===== src/hdl/bch_pkg.sv =====
// Shared constants, types and codes for the BCH(31,21) decoder.
package bch_pkg;

	localparam int CW_BITS   = 31;
	localparam int DATA_BITS = 21;
	localparam int PAR_BITS  = 10;
	localparam int GEN_BITS  = PAR_BITS + 1;
	localparam int IDX_BITS  = $clog2(CW_BITS);
	localparam int DEG_BITS  = $clog2(GEN_BITS);

	localparam logic [GEN_BITS-1:0] POLY_RESET = GEN_BITS'(1897);

	localparam int Q_DEPTH = 4;
	localparam int Q_AW    = $clog2(Q_DEPTH);

	localparam logic [1:0] STAT_NONE = 2'd0;
	localparam logic [1:0] STAT_ONE  = 2'd1;
	localparam logic [1:0] STAT_TWO  = 2'd2;
	localparam logic [1:0] STAT_BAD  = 2'd3;

	typedef enum logic [1:0] {
		CLS_CLEAN,
		CLS_SEARCH,
		CLS_BAD
	} bch_cls_t;

	typedef struct packed {
		logic [CW_BITS-1:0][PAR_BITS-1:0] syn;
		logic [CW_BITS-1:0]               ok;
		logic                             poly_zero;
		logic                             done;
	} bch_tbl_t;

	typedef struct packed {
		logic [CW_BITS-1:0]  word;
		logic [PAR_BITS-1:0] syn;
		bch_cls_t            cls;
	} bch_ent_t;

endpackage


===== src/hdl/bch_if.sv =====
// Valid/ready channel interfaces for codeword and result words.
interface bch_cw_if;
	logic                         valid;
	logic                         ready;
	logic [bch_pkg::CW_BITS-1:0]  codeword;

	modport source (output valid, output codeword, input ready);
	modport sink   (input valid, input codeword, output ready);
endinterface



===== src/hdl/bch_front.sv =====
// Front end: accept codewords, form the syndrome and classify each word.
module bch_front (
	input  bch_pkg::bch_tbl_t  tbl,
	bch_cw_if.sink             cw,
	input  logic               q_full,
	output logic               push,
	output bch_pkg::bch_ent_t  ent
);

	logic [bch_pkg::PAR_BITS-1:0] syn;
	logic                         big;

	always_comb begin
		syn = '0;
		for (int b = 0; b < bch_pkg::CW_BITS; b++) begin
			if (cw.codeword[b]) begin
				syn = syn ^ tbl.syn[b];
			end
		end
		big = tbl.poly_zero && (cw.codeword[bch_pkg::CW_BITS-1:bch_pkg::PAR_BITS] != '0);
		ent.word = cw.codeword;
		ent.syn  = syn;
		if (big) begin
			ent.cls = bch_pkg::CLS_BAD;
		end else if (syn == '0) begin
			ent.cls = bch_pkg::CLS_CLEAN;
		end else begin
			ent.cls = bch_pkg::CLS_SEARCH;
		end
	end

	assign cw.ready = tbl.done && !q_full;
	assign push     = cw.valid && cw.ready;

endmodule


===== src/flat_wrapper.sv =====
// flat-port wrapper written by rule: the top's interface ports become plain ports
module bch_front_flat 
  (tbl, q_full, push, ent, cw_valid, cw_codeword, cw_ready);
  bch_cw_if cw_i ();
  input  bch_pkg::bch_tbl_t tbl;
  input  logic q_full;
  output logic push;
  output bch_pkg::bch_ent_t ent;
  input wire logic [$bits(cw_i.valid)-1:0] cw_valid;
  input wire logic [$bits(cw_i.codeword)-1:0] cw_codeword;
  output wire logic [$bits(cw_i.ready)-1:0] cw_ready;
  assign cw_i.valid = cw_valid;
  assign cw_i.codeword = cw_codeword;
  assign cw_ready = cw_i.ready;
  bch_front u_core (.tbl(tbl), .cw(cw_i), .q_full(q_full), .push(push), .ent(ent));
endmodule

===== config.mk =====
export PLATFORM = sky130hd
export DESIGN_NAME = bch_front_flat
export DESIGN_NICKNAME = d
export VERILOG_FILES = /design/src/hdl/bch_pkg.sv /design/src/hdl/bch_if.sv /design/src/hdl/bch_front.sv /design/src/flat_wrapper.sv
export SDC_FILE = /design/constraint.sdc
export NUM_CORES = 1
export LEC_CHECK = 0
export BUFFER_PORTS_ARGS = -buffer_cell sky130_fd_sc_hd__buf_2
export CAP_MARGIN = 30
export CORE_AREA = 2 2 163 165
export DETAILED_ROUTE_END_ITERATION = 12
export DIE_AREA = 0 0 165 167
export GPL_TIMING_DRIVEN = 0
export PLACE_DENSITY = 0.55
export SYNTH_ARGS = -nofsm -noshare
export SYNTH_HDL_FRONTEND = slang
export SYNTH_SLANG_ARGS = --single-unit

===== constraint.sdc =====
create_clock -name vclk -period 3.92
set_input_delay 0.98 -clock vclk [all_inputs]
set_output_delay 0.98 -clock vclk [all_outputs]
set_load 0.1 [all_outputs]

# Word-level counts from Yosys, hierarchy flattened
# Cells that the tools add are included.
dict set report classes {
  n_mux 33
  reduce_logical 6
  bitwise_logic 30
}
# operator count
set ops {}
lappend ops {{10-bit 2-to-1 mux} 31}
lappend ops {{10-bit XOR} 30}
lappend ops {{21-bit nonzero test} 1}
lappend ops {{10-bit logical NOT} 1}
lappend ops {{1-bit logical AND} 3}
lappend ops {{2-bit 2-to-1 mux} 1}
lappend ops {{1-bit logical NOT} 1}
lappend ops {{1-bit 2-to-1 mux} 1}
dict set report word_totals {
  reg_bits 0
  word_cells 69
  inputBits 376
  out_inout_bits 45
}

# Logic depth before layout (Yosys ltp)
dict set report depth {
  word_depth 64
  depth_mapped 8
  ltp_nobuf 7
}

# Least setup slack after synthesis
# Ideal clock, no wire load.
dict set report synth_path {
  path_kind {input -> output}
  startpoint {in cw_codeword[24]}
  endpoint {out ent[0] (netlist name)}
  stages 8
  arrival_ns 4.989
  setup_slack_ns -2.049
  path_buffers 1
  required_ns 2.940
  path_cell_list {buf_2 -> nand2_1 -> xnor3_1 -> xnor3_1 -> xnor3_1 -> xnor3_1 -> nor4_2 -> a31oi_1}
}
# item line_no
set synth_lines {}
lappend synth_lines {{start: declaration} flat_wrapper.sv:10} ;# input wire logic [$bits(cw_i.codeword)-1:0] cw_codeword;
lappend synth_lines {{end: declaration} flat_wrapper.sv:8} ;# output bch_pkg::bch_ent_t ent;

==> flow_summary.yaml <==
logic_synthesis:
  yosysUniqueCellTypes: 20
  yosys.area.top_type_share: 0.2940
  synth_cells: 646
  syn-cell-area_um2: 4469
  synth_fp_nets: 1022
  ys_seq_area_frac: 0
  synth_area_leaders: "xnor2_1 (29%), nand2_1 (26%), xnor3_1 (20%)"
  postSynthAreaPerCell_um2: 6.918
  yosysWarnings: 0
  synth_top_area_cell: "xnor2_1"
sta:
  fin_crit_ps: 4347
  finalWorstSetupSlack_ps: -426.8
  tightestPinTransition_ps: 507.0
  fin_crit_sh: 1.109
  setup_viol: 2
  hold_viol_final: 0
  relSlewSlack: 0.6643
  rsz0062_at_grt: "yes"
  fin_hold_ws_ps: 2344
  slew_viol_final: 0
  max_freq_ghz: 0.2301
cells_and_area:
  diodes: 0
  syn2layout_area_growth_pct: 74.24
  drive_gt1_frac: 0.4858
  regArea_um2: 0
  final_util: 0.3023
  stdcell_count: 1391
  final_nets: 1434
  seq_cells: 0
  n_clock_buffer: 0
drt:
  viasPerCell: 4.041
  drt_drc_violations_left: 0
  drt-initial-drc-count: 208
  wirelength_mm: 27.79
  vias: 5621
  wl_per_cell_um: 19.98
  ant_nets: 0
  dr.pass1.iters: 5
pwr:
  pwr-share-comb: 1.000
  p_leak_uw: 0.004057
  peakVddDrop_uv: 856.6
  p_int_uw: 1642
  powerDensity_nw_per_um2: 519.8
  switchingPower_uw: 2406
  power_frac_seq: 0
  clock_power_share: 0
  switching_share: 0.5943
worst_hold_path:
  hold_depth: 2
  hold_class: "input port to primary output"
floorplan:
  dieWidth_um: 165
  start_util: 0.1735
  die_h_um: 167
  io_pins: 421
  dieArea_um2: 27560
  rows: 59
  core-area_um2: 25760
worst_setup_path:
  cp-start-kind: "input port"
  crit_arrival_ps: 3370
  path_class: "input port to primary output"
  critPathMaxFanout: 4
  critPathCaptureType: "primary output"
  cp.required_ps: 2940
global_routing:
  grt_overflow: 0
  grt_pass1_wl_mm: 35.79
  grt_pass1_vias: 5335
  grt_max_degree: 11
  grt_usage: 0.1871
  antenna_found_initial: 0
flow_run:
  cap_violations: 0
placed_design:
  port_buffers: 380
  dp_hpwl_mm: 21.77
  placed_cells: 1367
  globalplace.congestion: 0.8618
outcome:
  status: "complete, but fails checks"
  violations: "negative setup slack"
clock_network:
  cts-hold-fix-buffers: 0
layer usage:
metal  share of wire  vias to the layer above  global-route usage
met1            0.41                     2570              0.2320
met3           0.057                       19             0.01345
met5               0                        -                   0
met4           0.014                        0             0.02079
met2            0.52                      272              0.3580
li1                -                     2760                   -
layout by cell type, fill, tap and decap left out, drive strengths merged, types with 5 or more instances in the layout:
| cell | instances |
|---|---|
| xnor3 | 40 |
| nor4 | 5 |
| buf | 462 |
| clkbuf | 11 |
| nand2 | 310 |
| xnor2 | 150 |
| xor2 | 70 |
worst max-delay path, cell delays in order:
cell and delay [ps]:
buf_4 130, buf_12 140, buf_4 150, nand2_1 60, xnor3_1 220, xnor3_1 230, xnor3_2 320, xnor3_4 370
nor4_4 430, a31oi_4 140, buf_12 180
worst paths after layout:
kind / start / endpoint
max: cw_codeword[30] / ent[0]
min: cw_codeword[9] / ent[21]
power by group through the flow:
| stage | combinational (µW) | sequential, µW | clock, µW |
|---|---|---|---|
| finish | 4050 | 0 | 0 |
| CTS | 3820 | 0 | 0 |
| global placement | 3360 | 0 | 0 |
| detailed placement | 3370 | 0 | 0 |
| floorplan | 2670 | 0 | 0 |
| global route | 4200 | 0 | 0 |
Yosys cell counts, drive strengths merged:
cell type  number
o41a            1
nor2            1
nor4            5
xor2           70
nor3            1
clkbuf         16
nor2b           1
buf            47
nand2         310
nand4           1
xnor2         150
xnor3          40
a31oi           1
or4             1
and2            1
cell families after synthesis:
family,share of synthesized area
AO/OA/AOI/OAI,0.003920
XOR/XNOR,0.6330
AND/OR/NAND/NOR,0.2772
buffers and inverters,0.08595
layout make-up:
cell class                      count  area, µm²
Buffer                             63      668.1
Fill cell                        2816      17980
Multi-Input combinational cell    583       4294
Tap cell                          335      419.2
Timing Repair Buffer              410       2406
metrics by stage:
stage	power [µW]	setup slack, ps	setup TNS (ps)	area, µm²
floorplan	2665	-310.7	-310.7	4567
global placement	3358	-1278	-8986	6888
detailed placement	3375	-1242	-7455	6967
CTS	3821	-451.5	-737.1	7620
global route	4196	-513.6	-718.2	7787
finish	4048	-426.8	-453.3	7787
timing repair:
action | 4_1_cts | 5_1_grt
setup endpoints to repair | 12 | 11
setup buffers | 23 | 1
gates cloned | 0 | 0
pin swaps | 17 | 14
gates resized for setup | 121 | 47
Power figures use the tool's default switching activity.
