File: config.mk
export PLATFORM = sky130hd
export DESIGN_NAME = bch_syn_table
export DESIGN_NICKNAME = d
export VERILOG_FILES = /design/src/hdl/bch_pkg.sv /design/src/hdl/bch_syn_table.sv
export SDC_FILE = /design/constraint.sdc
export NUM_CORES = 1
export LEC_CHECK = 0
export ABC_AREA = 1
export BUFFER_PORTS_ARGS = -buffer_cell sky130_fd_sc_hd__clkbuf_2
export CAP_MARGIN = 20
export CORE_UTILIZATION = 26
export CTS_BUF_LIST = sky130_fd_sc_hd__clkbuf_16
export CTS_CLUSTER_DIAMETER = 200
export CTS_CLUSTER_SIZE = 16
export DETAILED_ROUTE_END_ITERATION = 7
export PLACE_DENSITY = 0.52
export SYNTH_ARGS = -nofsm -noshare
export SYNTH_HDL_FRONTEND = slang
export SYNTH_SLANG_ARGS = --single-unit
File: constraint.sdc
create_clock -name clk -period 17.77 [get_ports clk]
set_input_delay 2.6655 -clock clk [delete_from_list [all_inputs] [get_ports clk]]
set_output_delay 2.6655 -clock clk [all_outputs]
set_load 0.005 [all_outputs]
File: src/hdl/bch_pkg.sv
// Shared constants, types and codes for the BCH(31,21) decoder.
package bch_pkg;

	localparam int CW_BITS   = 31;
	localparam int DATA_BITS = 21;
	localparam int PAR_BITS  = 10;
	localparam int GEN_BITS  = PAR_BITS + 1;
	localparam int IDX_BITS  = $clog2(CW_BITS);
	localparam int DEG_BITS  = $clog2(GEN_BITS);

	localparam logic [GEN_BITS-1:0] POLY_RESET = GEN_BITS'(1897);

	localparam int Q_DEPTH = 4;
	localparam int Q_AW    = $clog2(Q_DEPTH);

	localparam logic [1:0] STAT_NONE = 2'd0;
	localparam logic [1:0] STAT_ONE  = 2'd1;
	localparam logic [1:0] STAT_TWO  = 2'd2;
	localparam logic [1:0] STAT_BAD  = 2'd3;

	typedef enum logic [1:0] {
		CLS_CLEAN,
		CLS_SEARCH,
		CLS_BAD
	} bch_cls_t;

	typedef struct packed {
		logic [CW_BITS-1:0][PAR_BITS-1:0] syn;
		logic [CW_BITS-1:0]               ok;
		logic                             poly_zero;
		logic                             done;
	} bch_tbl_t;

	typedef struct packed {
		logic [CW_BITS-1:0]  word;
		logic [PAR_BITS-1:0] syn;
		bch_cls_t            cls;
	} bch_ent_t;

endpackage

File: src/hdl/bch_syn_table.sv
// Generator register and sequencer that builds the single-bit syndrome table.
module bch_syn_table (
	input  logic                           clk,
	input  logic                           arst_n,
	input  logic                           cfg_we,
	input  logic [bch_pkg::GEN_BITS-1:0]   cfg_wdata,
	output bch_pkg::bch_tbl_t              tbl
);

	typedef enum logic {
		ST_FILL,
		ST_DONE
	} state_t;

	state_t                            state_q;
	logic [bch_pkg::GEN_BITS-1:0]      poly_q;
	logic [bch_pkg::IDX_BITS-1:0]      idx_q;
	logic [bch_pkg::PAR_BITS-1:0]      cur_q;
	logic [bch_pkg::CW_BITS-1:0][bch_pkg::PAR_BITS-1:0] syn_q;

	logic [bch_pkg::DEG_BITS-1:0]      deg;
	logic [bch_pkg::GEN_BITS-1:0]      shifted;
	logic [bch_pkg::PAR_BITS-1:0]      nxt;
	logic [bch_pkg::PAR_BITS-1:0]      val;

	always_comb begin
		deg = '0;
		for (int b = 0; b < bch_pkg::GEN_BITS; b++) begin
			if (poly_q[b]) begin
				deg = bch_pkg::DEG_BITS'(b);
			end
		end
		shifted = {cur_q, 1'b0};
		if (shifted[deg]) begin
			shifted = shifted ^ poly_q;
		end
		nxt = shifted[bch_pkg::PAR_BITS-1:0];
		if (idx_q == '0) begin
			val = (poly_q == bch_pkg::GEN_BITS'(1)) ? '0 : bch_pkg::PAR_BITS'(1);
		end else begin
			val = nxt;
		end
	end

	always_ff @(posedge clk or negedge arst_n) begin
		if (!arst_n) begin
			state_q <= ST_FILL;
			poly_q  <= bch_pkg::POLY_RESET;
			idx_q   <= '0;
		end else if (cfg_we) begin
			state_q <= ST_FILL;
			poly_q  <= cfg_wdata;
			idx_q   <= '0;
		end else begin
			case (state_q)
				ST_FILL: begin
					if (idx_q == bch_pkg::IDX_BITS'(bch_pkg::CW_BITS - 1)) begin
						state_q <= ST_DONE;
					end
					idx_q <= idx_q + 1'b1;
				end
				ST_DONE: begin
					idx_q <= '0;
				end
				default: begin
					state_q <= ST_FILL;
				end
			endcase
		end
	end

	always_ff @(posedge clk) begin
		if (state_q == ST_FILL && !cfg_we) begin
			cur_q <= val;
			syn_q <= {val, syn_q[bch_pkg::CW_BITS-1:1]};
		end
	end

	always_comb begin
		tbl.syn       = syn_q;
		tbl.poly_zero = (poly_q == '0);
		tbl.done      = (state_q == ST_DONE);
		for (int b = 0; b < bch_pkg::CW_BITS; b++) begin
			tbl.ok[b] = (poly_q != '0) || (b < bch_pkg::PAR_BITS);
		end
	end

endmodule

== Yosys cells after proc, flatten, opt, wreduce, memory -nomap -nowiden ==
Cells that the tools add are included.
Storage, ports and cells
  input port bits: 14
  logic and storage cells: 65
  bits in latches: 0
  register bits after elaboration: 327
  output and inout bits: 343
  memories kept: 0
  memory bits (read-only): 0
  RAM bits: 0
Operators by class
  equal/unequal tests: 2
  multipliers: 0
  order comparisons: 1
  $add $sub $neg: 1
  bitwise operators: 2
  multiplexer cells: 20
  reductions and logical operators: 5
  div/mod/pow operators: 0
  shift operators: 0
Operator list (count)
  $mux W10: 2
  $mux W3: 4
  $mux W4: 3
  $eq A11 B1 Y1 const B: 1
  $logic_not A11 Y1: 1
  $reduce_bool A11 Y1: 1
  $pmux W5 S2: 1
  $xor A10 B10 Y10: 1
  $mux W1: 6
  $add A5 B1 Y5 const B: 1
  $eq A5 B5 Y1 const B: 1
  $logic_not A5 Y1: 1
  $lt A4 B5 Y1 const B: 1
  $mux W5: 1
  $bmux W1 S4: 1
  $mux W2: 2
  $logic_and A1 B1 Y1: 1
  $logic_not A1 Y1: 1
  $not A1 Y1: 1

== Logic depth before layout (Yosys ltp) ==
Gate-level depths: netlist of run 1.
  depth after elaboration: 14
  depth in mapped cells: 17
  depth with buffers taken out: 17

== Worst setup path before layout of run 1 ==
Ideal clock, no wire load.
  path kind: input port to flip-flop
  from: input port cfg_we
  to: register idx_q[3] (netlist name)
  data required time: 17.622 ns
  cell stages on the path: 3
  buffers on the path: 0
  library setup time: 0.148 ns
  arrival: 17.062 ns
  slack: 0.560 ns
  path through: nor2_1 > inv_1 > a311oi_1
On the way
  longest elaborated chain between the ends: 1
Ends and longest elaborated chain
  start, declared: line bch_syn_table.sv:5  | input logic cfg_we,
  $mux W5: line bch_syn_table.sv:50  | end else if (cfg_we) begin
  end signal, assigned: line bch_syn_table.sv:60  | idx_q <= idx_q + 1'b1;
  end, declared: line bch_syn_table.sv:17  | logic [bch_pkg::IDX_BITS-1:0] idx_q;
No other way between the ends.
A chain may end at the register's enable or synchronous reset.

==> metrics.txt, run 1 <==
worst ir drop on vdd=0.0619 mV; Initial Util=26.3%; CTS root buffer=clkbuf_16; proportion of layout cells with a drive suffix above 1=46.2%; Antenna Cells=0; global-route wire length before repair=33.3 mm; final core utilization=33.4%; DR DRC count=0; port buffer count=346; critical path cell sequence=nor4_1 -> nand2_1 -> nor4_1 -> inv_1 -> clkbuf_2; Worst Skew=0.0280 ns; fin cells=1,398; Tmin final=5.57 ns; CTS tree=yes; final hold violations=0; crit end category=primary output; Post-Syn Area=10,800 sq um; routability cong.=0.802; Yosys cell types=28; share of flip-flops with an asynchronous set or reset=5.20%; Synth Area per Inst=21.3 sq um; vias in the first global route=5,374; Area Growth Syn to Fin=26.9%; combinational power share=6.7%; most frequent cells in the layout=clkbuf_2 (346), edfxtp_1 (310), nand2_1 (39); Post-synth EDFFs=310; drt wl/cell=16.8 um; CTS H-tree depth=1; grt ovf=0; TNS Setup=0 ns; DR pass1 iterations=6; Clock Sinks=327; Inst Count DP=1,364; clock power share=32.3%; synthesized flop and latch total=327; register area share after synthesis=90.6%; pre-CTS WS=12.39 ns; final setup violation count=0; Stages on worst setup path=5; hold depth=0; Least-Margin Pin Slew=1.05 ns; Syn Inst Count=506; fmax=179 MHz; critical path launch point type=flip-flop; critical path arrival=2.91 ns; max-slew violations=0; Worst path max stage delay=0.66 ns; Tot Pwr=1.54 mW; routed via count=5,653; CTS Buf Count=24; CP max-delay cell=nor4_1; number of nets with antenna violations after routing=0; 1st-iter DRT viols=256; r2r worst-path depth=3; Worst Hold Class=flip-flop to flip-flop; Die X=205 um; fin crit share=31.4%; Worst Slack Setup Final=12.20 ns; WL final=23.5 mm; top_reg_cell synth=edfxtp_1; hold_buf cts=0; run status=completed; P_leak=5.47 nW; Slew HR=29.8%; GR Util All Layers=10.4%; critical path's most frequent cell=nor4_1; Int Power=1.20 mW; row count=74; sw power=0.340 mW; CP Class=flip-flop to primary output; clock buffer depth=3; initial antenna violation count=0; Design Area, Final=13,700 sq um; Clock transition at path regs=0.07 ns; Critical Path RT=15.10 ns; Core ar.=40,800 sq um; YS warnings=0; Post-DP Area=13,000 sq um; sequential power share=61.0%; MaxCap Viol Count=0; vias per inst=4.04; RSZ-0062 raised after global routing=false; largest net degree at the start of global routing=89; most common cell after layout, fill and taps aside=clkbuf_2; Power Dens Cells=112 nW/um^2; post-CTS setup buffers=0; Min Hold Slack=0.441 ns; DIE HEIGHT=205 um; peak fanout along the critical path=21; HPWL Detailed=17.0 mm; worst path bufs/invs=2; Ports=357; Final Net Count=875; # resized after CTS=0; CP top delay family=simple AND/OR/NAND/NOR gates; Die Area=42,200 sq um; Worst-Skew Late Latency=0.54 ns; Sw Ratio=22.1%
[worst register-to-register path: stages, from the launching register on]
cell and delay [ns]:
dfrtp_1 0.45, nor2_4 0.11, buf_4 0.67, buf_4 1.07
[state kept, by name (all words and copies together) (netlist names)]
register and flops:
state_q 1, poly_q 11, idx_q 5, tbl 310
[power by group through the flow]
stage               Sequential, mW  Clock, mW  Combinational [mW]
floorplan                    0.962          0              0.0415
global placement             0.952          0               0.106
detailed placement           0.955          0               0.105
CTS                          0.939      0.521               0.105
global route                 0.944      0.542               0.115
finish                       0.937      0.495               0.103
[per-layer routing]
| layer | part of all wire [%] | wire (um) | track usage, % |
|---|---|---|---|
| met1 | 41 | 9660 | 13.3 |
| met2 | 45 | 10600 | 16.4 |
| met3 | 12 | 2810 | 4.13 |
| met4 | 1.9 | 457 | 2.57 |
| met5 | 0 | 0 | 0 |
[synth_stat cells, types with 5 or more instances]
cell type	count	share of area, %
nand3_1	8	0.37
nand2_2	5	0.29
nand4_1	9	0.52
edfxtp_1	310	87
a21oi_1	12	0.56
nand2_1	39	1.4
o21ai_0	11	0.51
dfstp_2	7	1.7
xor2_1	9	0.73
inv_1	17	0.59
buf_4	31	2.2
dfrtp_1	10	2.3
inv_2	5	0.17
nor2_1	10	0.35
[area by class of cell]
class | count | area [sq um]
inverter | 23 | 86.3
timing repair buffer | 350 | 1760
tap | 532 | 666
clock inverter | 9 | 41.3
sequential | 327 | 9740
fill | 3959 | 27200
clock buffer | 25 | 626
multi-input combinational | 132 | 729
[worst paths after layout]
| path | startpoint | to | slack [ns] |
|---|---|---|---|
| min reg2reg | tbl[265] | tbl[255] | 0.44 |
| max in group asynchronous | arst_n | poly_q[9] | 15.36 |
| max | poly_q[4] | tbl[26] | 12.20 |
| min in group asynchronous | arst_n | idx_q[0] | 2.06 |
| max reg2reg | state_q | tbl[141] | 15.03 |
| min | tbl[265] | tbl[255] | 0.44 |
[cells by family after synthesis]
group	share of synthesized area, %
DFF	90.6
and+or+nand+nor	3.77
buffers and inverters	3.04
AOI/OAI and AO/OA	1.33
xor gates and xnor gates	0.814
adders and majority gates	0.349
other	0.0349
muxes	0.105
No activity file was read; power rests on OpenSTA's default activity.
==> inputs of run 2 (changes only) <==
--- a/config.mk
+++ b/config.mk
@@ -13,7 +13,7 @@
 export CTS_CLUSTER_DIAMETER = 200
 export CTS_CLUSTER_SIZE = 16
 export DETAILED_ROUTE_END_ITERATION = 7
-export PLACE_DENSITY = 0.52
+export PLACE_DENSITY = 0.53
 export SYNTH_ARGS = -nofsm -noshare
 export SYNTH_HDL_FRONTEND = slang
 export SYNTH_SLANG_ARGS = --single-unit
==> constraint.sdc (replaced) <==
create_clock -name clk -period 5 [get_ports clk]
set_input_delay 0.75 -clock clk [delete_from_list [all_inputs] [get_ports clk]]
set_output_delay 0.75 -clock clk [all_outputs]
set_load 0.005 [all_outputs]
==> run 2 against run 1 <==
Total power increased to 3.6 times the previous value. Sequential share of layout area fell by 0.20 points. Non-clock buffer count is the same. Combinational power rose to 3.6 times the previous value. Via count shrank 0.74%. Sequential cell count unchanged. Register-to-register slack lost 12 ns. Critical endpoint is now tbl[27]. Largest cell class unchanged.
==> metrics.txt, run 2 (synthesis results as in run 1) <==
Clock transition at path regs=0.08 ns (was 0.07 ns); MaxCap Viol Count=0 (unchanged); most common cell after layout, fill and taps aside=clkbuf_2 (unchanged); GR peak layer=met2 (unchanged); global-route wire length before repair=33.4 mm (was 33.3 mm); worst ir drop on vdd=0.243 mV (was 0.0619 mV); crit end category=primary output (unchanged); Final Net Count=875 (unchanged); clock buffer depth=3 (unchanged); HPWL Detailed=16.8 mm (was 17.0 mm); max FFs per register=310 (unchanged); Slew HR=47.3% (was 29.8%); final core utilization=33.5% (was 33.4%); Die X=205 um (unchanged); 1st-iter DRT viols=308 (was 256); r2r startpoint=poly_q[3] (was state_q); most frequent cells in the layout=clkbuf_2 (346), edfxtp_1 (310), nand2_1 (39) (unchanged); r2r worst-path depth=15 (was 3); fin cells=1,397 (was 1,398); Worst Skew=0.0133 ns (was 0.0280 ns); drt wl/cell=16.9 um (was 16.8 um); routed via count=5,611 (was 5,653); Worst Hold Class=input pin to asynchronous set/reset pin (was flip-flop to flip-flop); Least-Margin Pin Slew=0.784 ns (was 1.05 ns); max-slew violations=0 (unchanged); Initial Util=26.3% (unchanged); flop-to-flop setup slack=2.94 ns (was 15.03 ns); CTS tree=yes (unchanged); CP Class=flip-flop to primary output (unchanged); number of nets with antenna violations after routing=0 (unchanged); CTS Buf Count=24 (unchanged); Antenna Cells=0 (unchanged); met1 Usage GRT=12.9% (was 13.3%); final setup violation count=0 (unchanged); P_leak=5.48 nW (was 5.47 nW); Core ar.=40,800 sq um (unchanged); # resized after CTS=0 (unchanged); Tmin final=3.60 ns; Ports=357 (unchanged); largest net degree at the start of global routing=111 (was 89); hold_buf cts=0 (unchanged); Die Area=42,200 sq um (unchanged); CTS root buffer=clkbuf_16 (unchanged); port buffer count=346 (unchanged); Power Dens Cells=399 nW/um^2 (was 112 nW/um^2); DR pass1 iterations=4 (was 6); fmax=278 MHz; Global Route met3 Usage=4.58% (was 4.13%); Worst-Skew Late Latency=0.54 ns (about the same); WL final=23.6 mm (was 23.5 mm); final hold violations=0 (unchanged); DR DRC count=0 (unchanged); routability cong.=0.790 (was 0.802); CTS H-tree depth=1 (unchanged); initial antenna violation count=0 (unchanged); grt ovf=0 (unchanged); run status=completed (unchanged); critical path launch point type=flip-flop (unchanged); vias per inst=4.02 (was 4.04); Inst Count DP=1,364 (unchanged); Clock Sinks=327 (unchanged); RR Endpoint=tbl[334] (was tbl[141]); Critical Path RT=4.25 ns (was 15.10 ns); fin crit share=72.0%; DIE HEIGHT=205 um (unchanged); RSZ-0062 raised after global routing=false (unchanged); M2 GR Usage=16.5% (was 16.4%); critical path arrival=2.85 ns (was 2.91 ns); Area Growth Syn to Fin=27.3% (was 26.9%); vias in the first global route=5,537 (was 5,374); post-CTS setup buffers=0 (unchanged); row count=74 (unchanged); peak fanout along the critical path=21 (unchanged); proportion of layout cells with a drive suffix above 1=46.2% (about the same); GR Util All Layers=10.4% (about the same)
## run 2: cell count changes in the layout (fill, tap and decap cells not counted), sizes merged
cell / delta
inv: -1
clkbuf: -1
clkinv: +1
## run 2: layout make-up
type                            count  area (sq um)
Sequential cell                   327          9740
Clock buffer                       24           601
Tap cell                          532           666
Clock inverter                      9          53.8
Inverter                           23          86.3
Fill cell                        3919         27100
Multi-Input combinational cell    132           729
Timing Repair Buffer              350          1810
## run 2: worst max-delay path by stage
stage                     startpoint        to
after global routing       poly_q[4]   tbl[22]
after global placement     poly_q[4]   tbl[12]
after floorplan               cfg_we  idx_q[3]
final                      poly_q[4]   tbl[27]
after detailed placement   poly_q[4]   tbl[27]
after CTS                  poly_q[4]   tbl[27]
## run 2: routing by layer
| metal | up-vias | routed length, um |
|---|---|---|
| met1 | 2732 | 9740 |
| met2 | 300 | 10500 |
| met5 | - | 0 |
| met4 | 0 | 426 |
| met3 | 25 | 2880 |
| li1 | 2554 | - |
## run 2: critical path, stage by stage (launching register included)
cell	delay, ns
dfrtp_1	0.42
nor4_1	0.42
nand2_1	0.16
nor4_1	0.62
inv_1	0.46
clkbuf_2	0.23
## run 2: metrics by stage
| step | setup slack [ns] | area [sq um] | setup TNS [ns] | total power, mW | hold WS, ns |
|---|---|---|---|---|---|
| after floorplan | -1.06 | 10800 | -234.62 | 3.53 | 0.452 |
| after CTS | 1.29 | 13700 | 0 | 5.56 | 0.129 |
| after global routing | 1.22 | 13700 | 0 | 5.69 | 0.150 |
| final | 1.40 | 13700 | 0 | 5.46 | 0.148 |
| after detailed placement | 1.91 | 13000 | 0 | 3.77 | 0.434 |
| after global placement | 1.97 | 13000 | 0 | 3.76 | 0.429 |
## run 2: report_power, final
part | switching (mW) | total [mW] | internal (mW) | leakage [nW]
logic | 0.222 | 0.372 | 0.150 | 1.89
registers | 0.117 | 3.33 | 3.21 | 3.24
clock network | 0.893 | 1.76 | 0.866 | 0.346
total | 1.23 | 5.46 | 4.22 | 5.48
