### config.mk
export PLATFORM = sky130hd
export DESIGN_NAME = bch_fifo
export DESIGN_NICKNAME = d
export VERILOG_FILES = /design/src/hdl/bch_pkg.sv /design/src/hdl/bch_fifo.sv
export SDC_FILE = /design/constraint.sdc
export NUM_CORES = 1
export LEC_CHECK = 0
export ABC_AREA = 0
export BUFFER_PORTS_ARGS = -buffer_cell sky130_fd_sc_hd__buf_2
export CAP_MARGIN = 20
export CORE_ASPECT_RATIO = 0.6
export CORE_MARGIN = 4
export CORE_UTILIZATION = 45
export DETAILED_ROUTE_END_ITERATION = 8
export SLEW_MARGIN = 15
export SYNTH_ARGS = -nofsm -noshare
export SYNTH_HDL_FRONTEND = slang
export SYNTH_SLANG_ARGS = --single-unit
### constraint.sdc
create_clock -name clk -period 2.83 [get_ports clk]
set_clock_uncertainty 0.2 [all_clocks]
set_input_delay 0.849 -clock clk [delete_from_list [all_inputs] [get_ports clk]]
set_output_delay 0.849 -clock clk [all_outputs]
set_load 0.1 [all_outputs]
### src/hdl/bch_pkg.sv
// Shared constants, types and codes for the BCH(31,21) decoder.
package bch_pkg;

	localparam int CW_BITS   = 31;
	localparam int DATA_BITS = 21;
	localparam int PAR_BITS  = 10;
	localparam int GEN_BITS  = PAR_BITS + 1;
	localparam int IDX_BITS  = $clog2(CW_BITS);
	localparam int DEG_BITS  = $clog2(GEN_BITS);

	localparam logic [GEN_BITS-1:0] POLY_RESET = GEN_BITS'(1897);

	localparam int Q_DEPTH = 4;
	localparam int Q_AW    = $clog2(Q_DEPTH);

	localparam logic [1:0] STAT_NONE = 2'd0;
	localparam logic [1:0] STAT_ONE  = 2'd1;
	localparam logic [1:0] STAT_TWO  = 2'd2;
	localparam logic [1:0] STAT_BAD  = 2'd3;

	typedef enum logic [1:0] {
		CLS_CLEAN,
		CLS_SEARCH,
		CLS_BAD
	} bch_cls_t;

	typedef struct packed {
		logic [CW_BITS-1:0][PAR_BITS-1:0] syn;
		logic [CW_BITS-1:0]               ok;
		logic                             poly_zero;
		logic                             done;
	} bch_tbl_t;

	typedef struct packed {
		logic [CW_BITS-1:0]  word;
		logic [PAR_BITS-1:0] syn;
		bch_cls_t            cls;
	} bch_ent_t;

endpackage

### src/hdl/bch_fifo.sv
// Short queue between the front and back ends.
module bch_fifo (
	input  logic               clk,
	input  logic               arst_n,
	input  logic               push,
	input  bch_pkg::bch_ent_t  ent_in,
	output logic               full,
	input  logic               pop,
	output logic               valid,
	output bch_pkg::bch_ent_t  ent_out
);

	bch_pkg::bch_ent_t           mem_q [bch_pkg::Q_DEPTH];
	logic [bch_pkg::Q_AW-1:0]    wr_ptr_q;
	logic [bch_pkg::Q_AW-1:0]    rd_ptr_q;
	logic [bch_pkg::Q_AW:0]      count_q;

	assign full    = (count_q == (bch_pkg::Q_AW+1)'(bch_pkg::Q_DEPTH));
	assign valid   = (count_q != '0);
	assign ent_out = mem_q[rd_ptr_q];

	always_ff @(posedge clk or negedge arst_n) begin
		if (!arst_n) begin
			wr_ptr_q <= '0;
			rd_ptr_q <= '0;
			count_q  <= '0;
		end else begin
			if (push) begin
				wr_ptr_q <= wr_ptr_q + 1'b1;
			end
			if (pop) begin
				rd_ptr_q <= rd_ptr_q + 1'b1;
			end
			case ({push, pop})
				2'b10:   count_q <= count_q + 1'b1;
				2'b01:   count_q <= count_q - 1'b1;
				default: count_q <= count_q;
			endcase
		end
	end

	always_ff @(posedge clk) begin
		if (push) begin
			mem_q[wr_ptr_q] <= ent_in;
		end
	end

endmodule

After elaboration in Yosys (flattened, before gate mapping)
Memories as Yosys holds them, arrays and structs flattened.
Index checks and enable logic that the tools add are counted.
- div/mod/pow operators: 0
- equality and inequality tests: 3
- mux-type cells: 3
- shift-type cells: 0
- bitwise operators: 0
- order comparisons: 0
- add/sub/neg operators: 4
- multiply operators: 0
- reductions and logical operators: 2
- operators by type and width (cell ; count):
    3-bit case mux with 2 select lines ; 1
    2-bit by 1-bit adder with 2-bit output, second input constant ; 2
    3-bit by 1-bit adder with 3-bit output, second input constant ; 1
    3-bit equality test, second input constant ; 1
    3-bit nonzero test ; 1
    3-bit by 1-bit subtractor with 3-bit output, second input constant ; 1
    2-bit by 1-bit equality test with 1-bit output, second input constant ; 1
    2-bit equality test, second input constant ; 1
    1-bit two-way mux ; 2
    2-bit nonzero test ; 1
- memories kept: 1
- latch bits: 0
- word-level logic and storage cells: 16
- register bits: 7
- memory bits (read-only): 0
- bits in writable memories: 172
- output and inout bits: 45
- memories (memory ; depth ; bits a word ; read ports ; clocked after Yosys merged registers in ; wr ports ; RTL line ; source):
    mem_q ; 4 ; 43 ; 1 ; 0 ; 1 ; bch_fifo.sv:13 ; bch_pkg::bch_ent_t mem_q [bch_pkg::Q_DEPTH];

Logic depth before layout (Yosys ltp)
Gate-level depths: netlist of run 1.
- depth in word-level cells: 2
- mapped depth: 6
- mapped depth without buffers: 6

Least setup slack after synthesis of run 1
Ideal clock, no wire load.
- kind: register to output
- from: reg count_q[0] (netlist bit)
- to: out full
- stages on the path, launching flop included: 2
- path slack: -0.866 ns
- data arrival time: 2.647 ns
- data required time: 1.781 ns
- path buffers: 0
- path through: dfrtp_1 -> nor3b_1
- longest elaborated chain between the ends: 1
- ends and longest elaborated chain (element ; RTL line ; source):
    from (decl) ; bch_fifo.sv:16 ; logic [bch_pkg::Q_AW:0] count_q;
    from (signal assigned) ; bch_fifo.sv:35 ; 2'b10: count_q <= count_q + 1'b1;
    from (signal assigned) ; bch_fifo.sv:36 ; 2'b01: count_q <= count_q - 1'b1;
    from (signal assigned) ; bch_fifo.sv:37 ; default: count_q <= count_q;
    3-bit equality test ; bch_fifo.sv:18 ; assign full = (count_q == (bch_pkg::Q_AW+1)'(bch_pkg::Q_DEPTH));
    to (decl) ; bch_fifo.sv:7 ; output logic full,
No other way between the ends.

==> flow_summary.ini, run 1 <==
[synthesis]
synth_top_family_by_area = multiplexers
synth.most_common_cell = edfxtp_1
ys_seq_elements = 179
yosys.area.top_type_share_pct = 77.6
syn_area_mm2 = 0.00666
synth_mux_area_share_pct = 15.0
synth.distinct_cells = 19
seq_area_frac_synth_pct = 80.2
synthesis.nets = 311
synthAdderAreaFrac_pct = 1.24
synth.area.top_cells = edfxtp_1 78%, mux4_2 13%, dfrtp_1 2.6%
synth_area_leader_cell = edfxtp_1
synth_common_cells = 172 x edfxtp_1, 38 x mux4_2, 7 x dfrtp_1
synth_flop_cell = edfxtp_1
syn_inst = 258
synth_edf_count = 172
synth-compound-area-share_pct = 0.0752
yosys.area_share.simple_pct = 0.752
synth_async_sr_flop_share_pct = 3.91
yosysWarnings = 0
synth_xor_area_share_pct = 0.789
syn_avg_cell_area_um2 = 25.8

[place]
io_buffers = 91
pre_cts_ws_ns = 0.184
dpl.hpwl_um = 7250
gp_congestion = 0.679

[worst_hold_path]
min-delay-path-class = in2async

[worst_setup_path]
crit_required_ns = 1.78
crit_type = reg2out
path_buf_inv = 3
cp_max_fo = 7
end_kind = output port
path_cells = buf_4, clkbuf_16, mux4_2, buf_6
crit_arrival_ns = 1.91
startpoint_type = register
critPathSlowestCell = dfrtp_4
crit_family = buffers and inverters
critPathMaxStageDelay_ns = 0.51

[clocking]
clk_pin_slew_ns = 0.07
cts_tree = built
clock_latency_ns = 0.41
clkSinkCount = 179
cts_htree_levels = 4
clockBufferDepth = 2
cts_made_buffers = 17
root_buffer = clkbuf_16

[sta]
maxSlewHeadroom_pct = 67.7
setup_ws_ns = -0.127
hold_violations = 0
fin_crit_sh_pct = 104
worst_slew_pin_slew_ns = 0.488
drv_slew = 0
max_freq_ghz = 0.338
rsz0062_at_grt = yes
tns_ns = -4.33
setup_viol = 43
period_needed_ns = 2.96

[global_routing]
track_usage_pct = 15.1
grt_pass1_wl_um = 18500
grt_max_degree = 29
antenna_found_initial = 2
grt_pass1_vias = 3284
grt_overflow = 0

[finish]
layout.nets = 435
syn2layout_area_growth_pct = 28.0
drive_gt1_share_pct = 49.4
diodes = 0
post-route-util_pct = 58.7

[detailed_routing]
firstDrtPassIters = 4
dr.first_iter.drc_count = 170
drtAntennaViolNets = 0
drc_errors = 0
wl_per_cell_um = 20.8
post_drt_via_cell_ratio = 5.10
drt-total-wl_um = 12300
via_count = 3023

[floorplan]
die_h_um = 102
rows = 34
start_util_pct = 45.9
fp.dieW_um = 165
dieArea_mm2 = 0.0169
pin_count = 92
coreArea_mm2 = 0.0145

[outcome]
violations = negative setup slack
status = finished, violations left

[job]
maxCapViolCount = 0
cell families after synthesis:
family / after synthesis
flops: 179
compound gates: 1
xor+xnor: 6
buf+inv: 13
fa+ha+maj: 6
mux: 44
simple gates: 9
layer usage:
metal | vias to the layer above | track usage (%) | part of all wire, %
met4 | 4 | 4.66 | 0.98
met3 | 15 | 5.64 | 7.2
met1 | 1584 | 20.5 | 45
li1 | 1339 | - | -
met2 | 81 | 23.3 | 47
met5 | - | 0 | 0.19
through the flow:
stage	cell area (um2)	cells	hold slack, ns
finish	8520	593	0.0705
global placement	7420	550	0.269
CTS	8350	587	0.0584
global route	8520	593	0.0640
detailed placement	7420	550	0.270
floorplan	6660	258	0.245
layout by cell type, fill, tap and decap left out, types with 4 or more instances in the layout:
cell,synthesis,routed
clkinv_4,0,4
buf_12,4,13
clkbuf_16,0,22
dfrtp_1,7,5
buf_4,0,10
ha_1,5,5
buf_8,0,4
buf_6,1,35
mux4_2,38,43
buf_2,5,48
edfxtp_1,172,172
and2_2,0,4
final timing paths:
| check | start | endpoint | slack, ns | cells after the start |
|---|---|---|---|---|
| min | arst_n | count_q[2] | 0.07 | 1 |
| min in group clk | count_q[2] | count_q[2] | 0.29 | 1 |
| max reg2reg | wr_ptr_q[0] | mem_q[0][18] | 1.06 | 4 |
| max | rd_ptr_q[0] | ent_out[2] | -0.13 | 4 |
| max in group asynchronous | arst_n | rd_ptr_q[0] | 2.16 | 1 |
| min reg2reg | count_q[2] | count_q[2] | 0.29 | 1 |
sequential cells by signal, indices dropped and copies added (netlist names):
| signal | count |
|---|---|
| rd_ptr_q | 2 |
| count_q | 3 |
| wr_ptr_q | 2 |
| mem_q | 172 |
final cells by class:
class	instances	area [um2]
fill	1068	5990
inverter	3	11.3
multi-input combinational	66	1180
tap	198	248
clock inverter	15	156
clock buffer	17	425
timing repair buffer	115	1150
sequential	179	5350
what timing repair did:
action	in CTS	in global routing
hold buffers	0	0
cloned	1	5
gates resized for setup	93	17
buffers inserted	4	2
setup endpoints to repair	42	43
Power of run 1 is left out: the tool's default activity adds up to more than one toggle a clock period on the data nets, which glitch-free logic cannot reach.
==> run 2: changes to the inputs <==
==> constraint.sdc (replaced) <==
create_clock -name clk -period 2.83 [get_ports clk]
set_clock_uncertainty 0.2 [all_clocks]
set_input_delay 0.4245 -clock clk [delete_from_list [all_inputs] [get_ports clk]]
set_output_delay 0.4245 -clock clk [all_outputs]
set_load 0.1 [all_outputs]
==> flow_summary.ini, run 2 (synthesis results as in run 1) <==
[outcome]
status = completed

[clocking]
clockBufferDepth = 2
root_buffer = clkbuf_16
cts_made_buffers = 17
cts_tree = built
clkSinkCount = 179
clk_pin_slew_ns = 0.07
cts_htree_levels = 4
clock_latency_ns = 0.41

[finish]
multi_input_area_mm2 = 0.00120
fillers = 1128
regArea_mm2 = 0.00535
largestRegisters = mem_q (172), count_q (3)
syn2layout_area_growth_pct = 21.1
mostFrequentLayoutCells = 172 x edfxtp_1, 91 x buf_2, 38 x mux4_2
diodes = 0
post-route-util_pct = 55.6
mostFrequentLayoutCell = edfxtp_1
layout.nets = 433
regMostFlops = mem_q
largest_reg_flops = 172
drive_gt1_share_pct = 46.8

[detailed_routing]
firstDrtPassIters = 4
wl_per_cell_um = 19.8
drtAntennaViolNets = 0
drt-total-wl_um = 11700
post_drt_via_cell_ratio = 5.06
via_count = 2992
dr.first_iter.drc_count = 155
drc_errors = 0

[worst_setup_path]
path_buf_inv = 2
end_kind = output port
crit_required_ns = 2.21
startpoint_type = register
crit_family = multiplexers
crit_arrival_ns = 2.00
cp_max_fo = 22
path_cells = buf_12, mux4_2, buf_2
reg2reg_depth = 3
crit_type = reg2out
critPathSlowestCell = mux4_2
cp_num_cells = 3
critPathMaxStageDelay_ns = 0.55

[worst_hold_path]
min-delay-path-class = in2reg
min_delay_path_depth = 1

[sta]
hold_violations = 0
drv_slew = 0
worst_slew_pin_slew_ns = 0.543
rsz0062_at_grt = no
fin_crit_sh_pct = 92.9
tns_ns = 0
maxSlewHeadroom_pct = 64.1
period_needed_ns = 2.63
holdWs_ns = 0.0193
max_freq_ghz = 0.381
setup_viol = 0
setup_ws_ns = 0.202

[floorplan]
coreArea_mm2 = 0.0145
die_h_um = 102
dieArea_mm2 = 0.0169
start_util_pct = 45.9
fp.dieW_um = 165
rows = 34
pin_count = 92

[global_routing]
grt_max_degree = 30
grt_pass1_wl_um = 18400
grt_pass1_vias = 3258
track_usage_pct = 15.2
grt_overflow = 0
antenna_found_initial = 2

[job]
maxCapViolCount = 0

[place]
pre_cts_ws_ns = 0.399
dpl.hpwl_um = 7400
io_buffers = 91
gp_congestion = 0.663
run 2: final cells by class:
class | instances | share of cell area [%]
timing repair buffer | 113 | 8.32
inverter | 3 | 0.140
clock inverter | 15 | 2.02
clock buffer | 17 | 5.28
tap | 198 | 3.07
multi-input combinational | 66 | 14.9
sequential | 179 | 66.3
run 2: worst paths after layout:
kind | end | startpoint | slack, ns
min in group asynchronous | count_q[0] | arst_n | 0.18
hold / removal | mem_q[2][17] | ent_in[17] | 0.02
setup / recovery | ent_out[27] | rd_ptr_q[0] | 0.20
max in group asynchronous | rd_ptr_q[0] | arst_n | 2.03
hold reg to reg | count_q[2] | count_q[2] | 0.29
setup reg to reg | mem_q[3][20] | wr_ptr_q[0] | 1.00
run 2: through the flow:
| step | instance area [um2] | std cells |
|---|---|---|
| 6_report | 8060 | 591 |
| 5_1_grt | 8060 | 591 |
| 2_1_floorplan | 6660 | 258 |
| 3_5_place_dp | 7390 | 550 |
| 3_3_place_gp | 7390 | 550 |
| 4_1_cts | 8050 | 590 |
run 2: what timing repair did:
item | 4_1_cts | 5_1_grt
buffers inserted | 4 | 0
hold buffers | 4 | 1
setup endpoints to repair | 22 | 0
endpoints found under the hold margin | 18 | 2
resized for setup | 0 | 0
run 2: per-layer routing:
layer | global-route usage, % | up-vias | wire length (um)
met5 | 0 | - | 22
met4 | 4.79 | 4 | 77
met3 | 5.44 | 11 | 668
met2 | 23.7 | 76 | 5560
met1 | 20.4 | 1556 | 5380
li1 | - | 1345 | -
Power of run 2 is left out for the same reason.
==> run 3: changes to the inputs <==
Settings changed: CORE_UTILIZATION 45 to 50, PLACE_DENSITY set to 0.71.
==> flow_summary.ini, run 3 (synthesis results as in run 1) <==
[outcome]
status = completed

[finish]
largestRegisters = mem_q (172), count_q (3)
largest_reg_flops = 172
fillers = 896
layout.nets = 425
regMostFlops = mem_q
syn2layout_area_growth_pct = 19.4
mostFrequentLayoutCells = 172 x edfxtp_1, 91 x buf_2, 38 x mux4_2
multi_input_area_mm2 = 0.00120
mostFrequentLayoutCell = edfxtp_1
regArea_mm2 = 0.00535
drive_gt1_share_pct = 46.2

[floorplan]
die_h_um = 97.4
coreArea_mm2 = 0.0129
start_util_pct = 51.5
rows = 32
dieArea_mm2 = 0.0153
fp.dieW_um = 157
pin_count = 92

[global_routing]
grt_pass1_vias = 3137
grt_max_degree = 28
antenna_found_initial = 2
grt_overflow = 0
grt_pass1_wl_um = 17800
track_usage_pct = 15.7

[worst_setup_path]
startpoint_type = register
crit_required_ns = 2.21
crit_type = reg2out
cp_max_fo = 27
end_kind = output port
r2r_slack_ns = 0.88
crit_arrival_ns = 2.02
reg2reg_from = wr_ptr_q[0]
reg2reg_depth = 4
reg2reg_to = mem_q[2][16]

[sta]
setup_viol = 0
fin_crit_sh_pct = 93.4
worst_slew_pin_slew_ns = 0.580
max_freq_ghz = 0.378
period_needed_ns = 2.64
drv_slew = 0
maxSlewHeadroom_pct = 61.4
tns_ns = 0
rsz0062_at_grt = no
hold_violations = 0

[clocking]
clkSinkCount = 179
cts_tree = built
clk_pin_slew_ns = 0.06
clock_latency_ns = 0.41
cts_htree_levels = 4
root_buffer = clkbuf_16
cts_made_buffers = 17
clockBufferDepth = 2

[worst_hold_path]
hp-start = ent_in[29]
min-delay-path-class = in2reg
hold_end = mem_q[3][29]
min_delay_path_depth = 1

[detailed_routing]
drtAntennaViolNets = 0
dr.first_iter.drc_count = 183
firstDrtPassIters = 6
post_drt_via_cell_ratio = 5.40
via_count = 3000
wl_per_cell_um = 20.4
drc_errors = 0
drt-total-wl_um = 11400

[place]
dpl.hpwl_um = 7060
io_buffers = 91
gp_congestion = 0.710

[job]
maxCapViolCount = 0
==> run 3: cell types whose count changed in the layout (fill, tap and decap cells not counted), sizes merged <==
cell	before	now
clkinvlp	0	5
inv	13	5
dlygate4sd3	5	1
diode	0	1
buf	108	104
bufinv	1	2
clkinv	4	6
==> run 3: stage by stage <==
| stage | std cells | area, um2 | hold WS (ns) | setup WS (ns) | util (%) |
|---|---|---|---|---|---|
| floorplan | 258 | 6660 | -0.0711 | 0.544 | - |
| global placement | 519 | 7350 | 0.0734 | 0.479 | 56.8 |
| detailed placement | 519 | 7350 | 0.0714 | 0.473 | 56.8 |
| CTS | 552 | 7920 | 0.00875 | 0.0182 | 61.3 |
| global route | 555 | 7950 | 0.0126 | 0.0786 | 61.4 |
| finish | 556 | 7950 | 0.0243 | 0.186 | 61.5 |
==> run 3: how the worst max path moves through the flow <==
| stage | from | end | slack, ns | depth (start not counted) |
|---|---|---|---|---|
| 6_report | rd_ptr_q[1] | ent_out[5] | 0.19 | 3 |
| 3_5_place_dp | rd_ptr_q[0] | ent_out[0] | 0.47 | 3 |
| 5_1_grt | rd_ptr_q[1] | ent_out[5] | 0.08 | 3 |
| 4_1_cts | rd_ptr_q[0] | ent_out[5] | 0.02 | 3 |
| 3_3_place_gp | rd_ptr_q[0] | ent_out[3] | 0.48 | 3 |
| 2_1_floorplan | count_q[0] | full | 0.54 | 1 |
==> run 3: metal layers <==
metal  vias to the layer above  wire (um)  GRT usage (%)  part of all wire (%)
li1                       1330          -              -                     -
met2                       103       5390           23.4                    47
met5                         -         21              0                  0.18
met3                        17       1030           6.32                   9.0
met4                         4        129           5.40                   1.1
met1                      1546       4800           21.3                    42
==> run 3: final cells by class <==
type / count / area share [%]
Sequential cell: 179 / 67.2
Multi-Input combinational cell: 66 / 15.1
Timing Repair Buffer: 105 / 7.71
Clock buffer: 17 / 5.35
Tap cell: 170 / 2.68
Clock inverter: 15 / 1.76
Inverter: 3 / 0.142
Antenna cell: 1 / 0.0315
==> run 3: worst max-delay path, stage by stage (launching register included) <==
cell and delay [ns]:
dfrtp_2 0.66, buf_12 0.27, mux4_2 0.24, buf_2 0.43
==> run 3: repair_timing <==
item,4_1_cts,5_1_grt
hold buffers,1,0
gates resized for setup,0,0
setup endpoints to repair,0,9
hold endpoints to repair,7,0
setup buffers,0,3
Power of run 3 is left out for the same reason.
